## config.mk

```make
export PLATFORM = sky130hd
export DESIGN_NAME = mfnf_ctrl
export DESIGN_NICKNAME = d
export VERILOG_FILES = /design/src/rtl/mfnf_pkg.sv /design/src/rtl/mfnf_ctrl.sv
export VERILOG_INCLUDE_DIRS = /design/src /design/src/rtl
export SDC_FILE = /design/constraint.sdc
export NUM_CORES = 1
export LEC_CHECK = 0
export BUFFER_PORTS_ARGS = -buffer_cell sky130_fd_sc_hd__clkbuf_2
export CORE_MARGIN = 1
export CORE_UTILIZATION = 50
export DETAILED_ROUTE_END_ITERATION = 8
export HOLD_SLACK_MARGIN = 0.12
export MAX_ROUTING_LAYER = met4
export PLACE_DENSITY = 0.78
export SYNTH_ARGS = -nofsm -noshare
export SYNTH_HDL_FRONTEND = slang
export SYNTH_SLANG_ARGS = --single-unit
```

## constraint.sdc

```tcl
create_clock -name clk -period 6.1 [get_ports clk]
set_input_delay 0.915 -clock clk [delete_from_list [all_inputs] [get_ports clk]]
set_output_delay 0.915 -clock clk [all_outputs]
set_load 0.05 [all_outputs]
```

## src/rtl/mesh_face_neighbor_finder_assert.svh

```systemverilog
// Assertion macros for the mesh face neighbor finder.
// Expects clk and arst_n in the scope of the module that uses them.
`ifndef MESH_FACE_NEIGHBOR_FINDER_ASSERT_SVH
`define MESH_FACE_NEIGHBOR_FINDER_ASSERT_SVH

// Check a condition at every rising clock edge outside reset.
`define MFNF_ASSERT(lbl, cond, msg) \
	lbl: assert property (@(posedge clk) disable iff (!arst_n) (cond)) else $error(msg);

// Check that a trigger is followed by a condition in the next cycle.
`define MFNF_ASSERT_NEXT(lbl, pre, post, msg) \
	lbl: assert property (@(posedge clk) disable iff (!arst_n) (pre) |=> (post)) else $error(msg);

`endif

```

## src/rtl/mfnf_pkg.sv

```systemverilog
// Shared types, codes and face tables for the mesh face neighbor finder.
// No dependencies.
package mfnf_pkg;

	localparam int VID_W   = 20;
	localparam int IDX_W   = 10;
	localparam int INNER_W = 11;

	localparam logic [1:0] OP_LOAD  = 2'd0;
	localparam logic [1:0] OP_QUERY = 2'd1;
	localparam logic [1:0] OP_CLEAR = 2'd2;

	localparam logic [1:0] KIND_HEX   = 2'd0;
	localparam logic [1:0] KIND_PRISM = 2'd1;

	typedef struct packed {
		logic [1:0]       operation;
		logic [1:0]       element_kind;
		logic [3:0]       vertex_count;
		logic [VID_W-1:0] vertex_a;
		logic [VID_W-1:0] vertex_b;
		logic [VID_W-1:0] vertex_c;
		logic [VID_W-1:0] vertex_d;
		logic [VID_W-1:0] vertex_e;
		logic [VID_W-1:0] vertex_f;
		logic [VID_W-1:0] vertex_g;
		logic [VID_W-1:0] vertex_h;
		logic [IDX_W-1:0] query_index;
	} item_t;

	typedef struct packed {
		logic [IDX_W-1:0] element_number;
		logic [2:0]       face_slot;
		logic [IDX_W-1:0] neighbor_number;
		logic             found;
		logic             last_of_run;
	} result_t;

	// controller to datapath
	typedef struct packed {
		logic       rd_en;
		logic       wr_en;
		logic       capture;
		logic [2:0] slot;
	} dp_cmd_t;

	// datapath to controller
	typedef struct packed {
		logic       hit;
		logic [1:0] kind;
	} dp_stat_t;

	typedef logic [3:0][2:0] face_pos_t;

	// Vertex positions of one face; entry 0 is the first face vertex.
	function automatic face_pos_t face_pos(input logic prism, input logic [2:0] slot);
		face_pos_t p;
		p = '0;
		if (prism) begin
			unique case (slot)
				3'd0: p = {3'd0, 3'd2, 3'd1, 3'd0};
				3'd1: p = {3'd0, 3'd5, 3'd4, 3'd3};
				3'd2: p = {3'd3, 3'd4, 3'd1, 3'd0};
				3'd3: p = {3'd4, 3'd5, 3'd2, 3'd1};
				3'd4: p = {3'd5, 3'd3, 3'd0, 3'd2};
				default: p = '0;
			endcase
		end else begin
			unique case (slot)
				3'd0: p = {3'd3, 3'd2, 3'd1, 3'd0};
				3'd1: p = {3'd7, 3'd6, 3'd5, 3'd4};
				3'd2: p = {3'd4, 3'd5, 3'd1, 3'd0};
				3'd3: p = {3'd5, 3'd6, 3'd2, 3'd1};
				3'd4: p = {3'd6, 3'd7, 3'd3, 3'd2};
				3'd5: p = {3'd7, 3'd4, 3'd0, 3'd3};
				default: p = '0;
			endcase
		end
		return p;
	endfunction

	// Triangle faces of a prism have three vertices, all others four.
	function automatic logic [2:0] face_size(input logic prism, input logic [2:0] slot);
		return (prism && slot < 3'd2) ? 3'd3 : 3'd4;
	endfunction

endpackage

```

## src/rtl/mfnf_ctrl.sv

```systemverilog
// Query sequencer: element count, scan counters and the result register.
// Depends on mfnf_pkg and the assertion macro header; drives mfnf_datapath.
`include "mesh_face_neighbor_finder_assert.svh"
module mfnf_ctrl #(
	parameter int MAX_ELEMENTS = 1024
) (
	input  logic                              clk,
	input  logic                              arst_n,
	input  logic                              item_valid,
	output logic                              item_stall,
	input  mfnf_pkg::item_t                   item,
	output logic                              result_valid,
	input  logic                              result_stall,
	output mfnf_pkg::result_t                 result,
	input  logic                              cfg_valid,
	output logic                              cfg_ready,
	input  logic [mfnf_pkg::INNER_W-1:0]      cfg_data,
	output mfnf_pkg::dp_cmd_t                 cmd,
	output logic [$clog2(MAX_ELEMENTS)-1:0]   rd_addr,
	output logic [$clog2(MAX_ELEMENTS)-1:0]   wr_addr,
	input  mfnf_pkg::dp_stat_t                stat
);
	localparam int IW = $clog2(MAX_ELEMENTS);
	localparam int CW = $clog2(MAX_ELEMENTS + 1);
	localparam int WW = (CW > mfnf_pkg::INNER_W) ? CW : mfnf_pkg::INNER_W;

	typedef enum logic [10:0] {
		S_IDLE  = 11'b00000000001,
		S_QRD   = 11'b00000000010,
		S_QCHK  = 11'b00000000100,
		S_FSET  = 11'b00000001000,
		S_SRD   = 11'b00000010000,
		S_SCHK  = 11'b00000100000,
		S_BJRD  = 11'b00001000000,
		S_BJCHK = 11'b00010000000,
		S_BQRD  = 11'b00100000000,
		S_BQCHK = 11'b01000000000,
		S_EMIT  = 11'b10000000000
	} state_t;

	state_t state_q;
	logic [CW-1:0]                   loaded_q;
	logic [mfnf_pkg::INNER_W-1:0]    inner_count_q;
	logic [mfnf_pkg::IDX_W-1:0]      q_q;
	logic [CW-1:0]                   k_q;
	logic [CW-1:0]                   j_q;
	logic [2:0]                      s_q;
	logic [2:0]                      nf_q;
	logic                            bmode_q;
	logic [2:0]                      res_slot_q;
	logic [WW-1:0]                   res_nb_q;
	logic                            res_found_q;
	logic                            res_last_q;
	logic                            out_v_q;
	mfnf_pkg::result_t               result_q;

	logic [WW-1:0] loaded_w, inner_w, q_w, k_w, j_w, self_w;
	logic          accept;
	logic          last_face;
	logic          emit_go;

	assign loaded_w  = WW'(loaded_q);
	assign inner_w   = (WW'(inner_count_q) < loaded_w) ? WW'(inner_count_q) : loaded_w;
	assign q_w       = WW'(q_q);
	assign k_w       = WW'(k_q);
	assign j_w       = WW'(j_q);
	assign self_w    = bmode_q ? j_w : q_w;
	assign last_face = (s_q + 3'd1 == nf_q);
	assign emit_go   = (state_q == S_EMIT) && (!out_v_q || !result_stall);

	assign accept     = item_valid && !item_stall;
	assign item_stall = (state_q != S_IDLE);
	assign cfg_ready  = 1'b1;
	assign result_valid = out_v_q;
	assign result       = result_q;

	assign wr_addr = loaded_q[IW-1:0];

	always_comb begin
		logic [WW-1:0] qa;
		qa = q_w;
		cmd.wr_en   = accept && (item.operation == mfnf_pkg::OP_LOAD)
			&& (loaded_q < CW'(MAX_ELEMENTS));
		cmd.rd_en   = 1'b0;
		cmd.capture = (state_q == S_QCHK) || (state_q == S_BJCHK);
		cmd.slot    = s_q;
		rd_addr     = qa[IW-1:0];
		unique case (state_q)
			S_QRD, S_BQRD: begin
				cmd.rd_en = 1'b1;
			end
			S_SRD: begin
				cmd.rd_en = (k_w < loaded_w) && (k_w != self_w);
				rd_addr   = k_q[IW-1:0];
			end
			S_BJRD: begin
				cmd.rd_en = (j_w < inner_w);
				rd_addr   = j_q[IW-1:0];
			end
			default: begin
			end
		endcase
	end

	always_ff @(posedge clk or negedge arst_n) begin
		if (!arst_n) begin
			state_q       <= S_IDLE;
			loaded_q      <= '0;
			inner_count_q <= '0;
			out_v_q       <= 1'b0;
		end else begin
			if (cfg_valid && cfg_ready) begin
				inner_count_q <= cfg_data;
			end
			// load a new result, or drop the old one once it transfers
			if (emit_go) begin
				out_v_q <= 1'b1;
			end else if (out_v_q && !result_stall) begin
				out_v_q <= 1'b0;
			end
			unique case (state_q)
				S_IDLE: begin
					if (accept) begin
						priority if (item.operation == mfnf_pkg::OP_LOAD) begin
							if (cmd.wr_en) begin
								loaded_q <= loaded_q + CW'(1);
							end
						end else if (item.operation == mfnf_pkg::OP_CLEAR) begin
							loaded_q <= '0;
						end else if (item.operation == mfnf_pkg::OP_QUERY) begin
							q_q     <= item.query_index;
							bmode_q <= 1'b0;
							if (WW'(item.query_index) >= loaded_w) begin
								res_slot_q  <= '0;
								res_nb_q    <= '0;
								res_found_q <= 1'b0;
								res_last_q  <= 1'b1;
								state_q     <= S_EMIT;
							end else begin
								state_q <= S_QRD;
							end
						end else begin
						end
					end
				end
				S_QRD: state_q <= S_QCHK;
				S_QCHK: begin
					if (q_w < inner_w) begin
						priority if (stat.kind == mfnf_pkg::KIND_HEX) begin
							nf_q <= 3'd6; s_q <= '0; state_q <= S_FSET;
						end else if (stat.kind == mfnf_pkg::KIND_PRISM) begin
							nf_q <= 3'd5; s_q <= '0; state_q <= S_FSET;
						end else begin
							res_slot_q  <= '0;
							res_nb_q    <= '0;
							res_found_q <= 1'b0;
							res_last_q  <= 1'b1;
							state_q     <= S_EMIT;
						end
					end else begin
						bmode_q <= 1'b1;
						j_q     <= '0;
						state_q <= S_BJRD;
					end
				end
				S_FSET: begin
					k_q     <= '0;
					state_q <= S_SRD;
				end
				S_SRD: begin
					priority if (k_w >= loaded_w) begin
						if (bmode_q) begin
							if (last_face) begin
								j_q <= j_q + CW'(1); state_q <= S_BJRD;
							end else begin
								s_q <= s_q + 3'd1; state_q <= S_BQRD;
							end
						end else begin
							res_slot_q  <= s_q;
							res_nb_q    <= '0;
							res_found_q <= 1'b0;
							res_last_q  <= last_face;
							state_q     <= S_EMIT;
						end
					end else if (k_w == self_w) begin
						k_q <= k_q + CW'(1);
					end else begin
						state_q <= S_SCHK;
					end
				end
				S_SCHK: begin
					if (stat.hit) begin
						if (bmode_q) begin
							priority if (k_w == q_w) begin
								res_slot_q  <= '0;
								res_nb_q    <= j_w;
								res_found_q <= 1'b1;
								res_last_q  <= 1'b1;
								state_q     <= S_EMIT;
							end else if (last_face) begin
								j_q <= j_q + CW'(1); state_q <= S_BJRD;
							end else begin
								s_q <= s_q + 3'd1; state_q <= S_BQRD;
							end
						end else begin
							res_slot_q  <= s_q;
							res_nb_q    <= k_w;
							res_found_q <= 1'b1;
							res_last_q  <= last_face;
							state_q     <= S_EMIT;
						end
					end else begin
						k_q     <= k_q + CW'(1);
						state_q <= S_SRD;
					end
				end
				S_BJRD: begin
					if (j_w >= inner_w) begin
						res_slot_q  <= '0;
						res_nb_q    <= '0;
						res_found_q <= 1'b0;
						res_last_q  <= 1'b1;
						state_q     <= S_EMIT;
					end else begin
						state_q <= S_BJCHK;
					end
				end
				S_BJCHK: begin
					priority if (stat.kind == mfnf_pkg::KIND_HEX) begin
						nf_q <= 3'd6; s_q <= '0; state_q <= S_BQRD;
					end else if (stat.kind == mfnf_pkg::KIND_PRISM) begin
						nf_q <= 3'd5; s_q <= '0; state_q <= S_BQRD;
					end else begin
						j_q <= j_q + CW'(1); state_q <= S_BJRD;
					end
				end
				S_BQRD: state_q <= S_BQCHK;
				S_BQCHK: begin
					priority if (stat.hit) begin
						k_q <= '0; state_q <= S_SRD;
					end else if (last_face) begin
						j_q <= j_q + CW'(1); state_q <= S_BJRD;
					end else begin
						s_q <= s_q + 3'd1; state_q <= S_BQRD;
					end
				end
				S_EMIT: begin
					if (emit_go) begin
						result_q.element_number  <= q_q;
						result_q.face_slot       <= res_slot_q;
						result_q.neighbor_number <= res_nb_q[mfnf_pkg::IDX_W-1:0];
						result_q.found           <= res_found_q;
						result_q.last_of_run     <= res_last_q;
						if (res_last_q) begin
							state_q <= S_IDLE;
						end else begin
							s_q     <= s_q + 3'd1;
							state_q <= S_FSET;
						end
					end
				end
				default: state_q <= S_IDLE;
			endcase
		end
	end

	`MFNF_ASSERT_NEXT(a_result_kept, out_v_q && result_stall, out_v_q, "stalled result lost")
	`MFNF_ASSERT(a_scan_bound, state_q != S_SCHK || k_q < loaded_q, "scan beyond loaded elements")
	`MFNF_ASSERT_NEXT(a_query_start, accept && item.operation == mfnf_pkg::OP_QUERY,
		state_q == S_QRD || state_q == S_EMIT, "query did not start")

endmodule

```

==> flow_summary.json <==
{
  "fp.dieW_um": 121.3,
  "io_buffers": 83,
  "crit_fanout": 9,
  "cts_root_buf": "clkbuf_16",
  "clock_path_buffers": 2,
  "power.switching_mw": 1.091,
  "pwr-share-comb": 0.332,
  "hpwl_um": 13600,
  "area_growth_pct": 15.62,
  "dieHeight_um": 121.3,
  "power_frac_seq": 0.339,
  "die_area_sq_um": 14720,
  "regToRegSetupSlack_ns": 1.02,
  "synth_ff_type": "edfxtp_1",
  "antenna_found_initial": 0,
  "num_antenna_cells": 0,
  "relSlewSlack": 0.2668,
  "status": "finished clean",
  "vdd_drop_max_v": 0.0002182,
  "wl_um": 17750,
  "cts_resized": 0,
  "post-route-util": 0.5932,
  "cellPowerDensity_nw_per_um2": 359.9,
  "cp.required_ns": 5.18,
  "grt-ovfl-total": 0,
  "via_count": 5592,
  "rsz0062_at_grt": "false",
  "dr.first_iter.drc_count": 535,
  "synth_area_per_cell_sq_um": 10.68,
  "syn_inst": 667,
  "critical_path_class": "flip-flop to output port",
  "synth_edf_count": 79,
  "grt_pass1_wl_um": 28010,
  "drv_slew": 0,
  "drive_above_1_share": 0.2196,
  "fin_total_pwr_mw": 2.963,
  "timing.final.crit_share": 0.9387,
  "drc": 0,
  "p_sw_frac": 0.3683,
  "grt_use_total": 0.2636,
  "first_pass_iters": 7,
  "hold_buffers": 0,
  "skew_ns": 0.009827,
  "yosys_warnings": 0,
  "period_needed_ns": 5.726,
  "crit_path_end_kind": "output port",
  "syn-num-nets": 915,
  "critical_path_arrival_ns": 4.81,
  "fin_ws_ns": 0.3737,
  "hold_viol_final": 0,
  "synthArstFlopShare": 0.3009,
  "p_int_mw": 1.872,
  "cts.sinks": 113,
  "clkTransAtPathRegs_ns": 0.06,
  "final-setup-viol-count": 0,
  "vias_per_cell": 5.974,
  "gp_congestion": 0.9562,
  "antenna_left": 0,
  "place_inst": 904,
  "mostFrequentLayoutCells": "clkbuf_2, edfxtp_1, nor2_1",
  "cts_tree": "yes",
  "post_cts_buffers": 0,
  "fin_tns_setup_ns": 0,
  "critPathLaunchType": "flip-flop",
  "finalNonFillerCells": 936,
  "initial_core_util": 0.5131,
  "yosysUniqueCellTypes": 77,
  "netlist_area_sq_um": 7122,
  "p_leak_nw": 3.422,
  "pre_cts_slack_ns": 0.8363,
  "min_from": "res_slot_q[0]",
  "insertion_delay_ns": 0.42,
  "synth.yosys.seq_area_share": 0.4527,
  "fmax_mhz": 174.6,
  "rows": 43,
  "grt_pass1_vias": 5433,
  "power_frac_clock": 0.329,
  "worstHoldPathType": "flip-flop to flip-flop",
  "r2r-start": "loaded_q[5]",
  "nets": 991,
  "final_common_cell": "clkbuf_2",
  "worst_pin_slew_ns": 1.093,
  "io-pin-count": 251,
  "detail_route.wl_per_cell_um": 18.96,
  "crit_path_start": "loaded_q[5]",
  "h-tree-depth": 4,
  "maxCapViolCount": 0,
  "fillCellCount": 1170,
  "synth_seq_cells": 113,
  "core_sq_um": 13880,
  "grt_max_degree": 30,
  "cts-buffers-inserted": 17
}
## critical path, cell delays in order, from the launching register on
cell	delay [ns]
dfrtp_1	0.53
inv_1	0.23
ha_1	0.32
and3_1	0.18
a221o_1	0.38
a21o_1	0.23
nand2_1	0.10
nand2_2	0.20
mux2i_1	0.23
ha_1	0.32
nor2b_1	0.13
o21ai_0	0.08
nand2b_1	0.08
a21oi_1	0.08
maj3_2	0.31
maj3_2	0.31
or2_1	0.24
nand3_1	0.11
nand2_1	0.09
clkbuf_2	0.24
## Yosys cell counts (all sizes together), types with 3 or more instances
| library cell | count | area [sq um] |
|---|---|---|
| maj3 | 3 | 32.53 |
| o211ai | 5 | 42.54 |
| o21ai | 17 | 88.84 |
| and4 | 3 | 28.78 |
| ha | 51 | 638.1 |
| nor4 | 9 | 92.59 |
| nand2b | 8 | 50.05 |
| nor3 | 16 | 90.09 |
| edfxtp | 79 | 2372 |
| nor2b | 12 | 75.07 |
| o31ai | 4 | 30.03 |
| nor3b | 4 | 30.03 |
| nand3 | 28 | 140.1 |
| a21o | 13 | 97.59 |
| a31oi | 3 | 25.02 |
| and2 | 7 | 46.30 |
| buf | 15 | 100.1 |
| mux2 | 13 | 146.4 |
| a22oi | 4 | 30.03 |
| or4 | 3 | 26.27 |
| clkbuf | 17 | 63.81 |
| mux2i | 29 | 302.8 |
| xnor2 | 29 | 254.0 |
| a21oi | 19 | 95.09 |
| dfrtp | 33 | 825.8 |
| xor2 | 22 | 192.7 |
| nor2 | 68 | 255.2 |
| and3 | 13 | 82.58 |
| or3 | 3 | 18.77 |
| o21a | 4 | 30.03 |
| a221o | 3 | 30.03 |
| inv | 31 | 116.4 |
| nand2 | 53 | 209.0 |
| nand4 | 16 | 100.1 |
## registers in the layout (all words and copies together) (netlist names)
register	cells
j_q	11
q_q	10
state_q	11
bmode_q	1
result	25
res_last_q	1
loaded_q	11
res_nb_q	10
result_valid	1
nf_q	3
res_slot_q	3
k_q	11
res_found_q	1
inner_count_q	11
s_q	3
## path summary, 6_finish.rpt
kind	cells after the start	endpoint
min in group asynchronous	1	loaded_q[2]
max reg2reg	17	s_q[2]
max	19	cmd[5]
min	0	result[12]
max in group asynchronous	2	state_q[0]
min reg2reg	0	result[12]
## kinds of logic (layout without fill, tap and decap cells)
kind of cell | count (synthesis) | count (layout) | synth area share
buf+inv | 63 | 152 | 0.03935
flops | 113 | 113 | 0.4527
mux | 42 | 42 | 0.06307
compound gates | 91 | 91 | 0.09399
xor+xnor | 51 | 51 | 0.06272
simple gates | 252 | 252 | 0.1934
fa+ha+maj | 54 | 54 | 0.09417
other cells | 1 | 1 | 0.0005266
## cell type report
| type | instances | area, sq um | share of cell area |
|---|---|---|---|
| Clock inverter | 15 | 160.2 | 0.01945 |
| Clock buffer | 17 | 425.4 | 0.05166 |
| Multi-Input combinational cell | 491 | 3622 | 0.4399 |
| Sequential cell | 113 | 3224 | 0.3916 |
| Timing Repair Buffer | 89 | 460.4 | 0.05592 |
| Tap cell | 180 | 225.2 | 0.02735 |
| Inverter | 31 | 116.4 | 0.01413 |
## power by group through the flow
stage / Clock [mW] / Combinational, mW / Sequential [mW]
3_3_place_gp: 0 / 0.930 / 1.01
2_1_floorplan: 0 / 0.704 / 1.04
4_1_cts: 0.989 / 0.976 / 1.00
6_report: 0.976 / 0.984 / 1.00
5_1_grt: 1.02 / 1.07 / 1.01
3_5_place_dp: 0 / 0.969 / 1.02
## metrics by stage
| step | hold slack [ns] | cell area (sq um) |
|---|---|---|
| 6_report | 0.4180 | 8234 |
| 5_1_grt | 0.4235 | 8234 |
| 4_1_cts | 0.4188 | 8234 |
| 2_1_floorplan | 0.4003 | 7122 |
| 3_3_place_gp | 0.4011 | 7649 |
| 3_5_place_dp | 0.4045 | 7649 |
## layer usage
layer  global-route usage  vias up  wire length, um
met4               0.1173        0              552
li1                     -     2588                -
met3              0.06109       45             1462
met1               0.3255     2706             7340
met2               0.4119      253             8391
met5                    -        -                0
(Power assumes the default switching activity.)
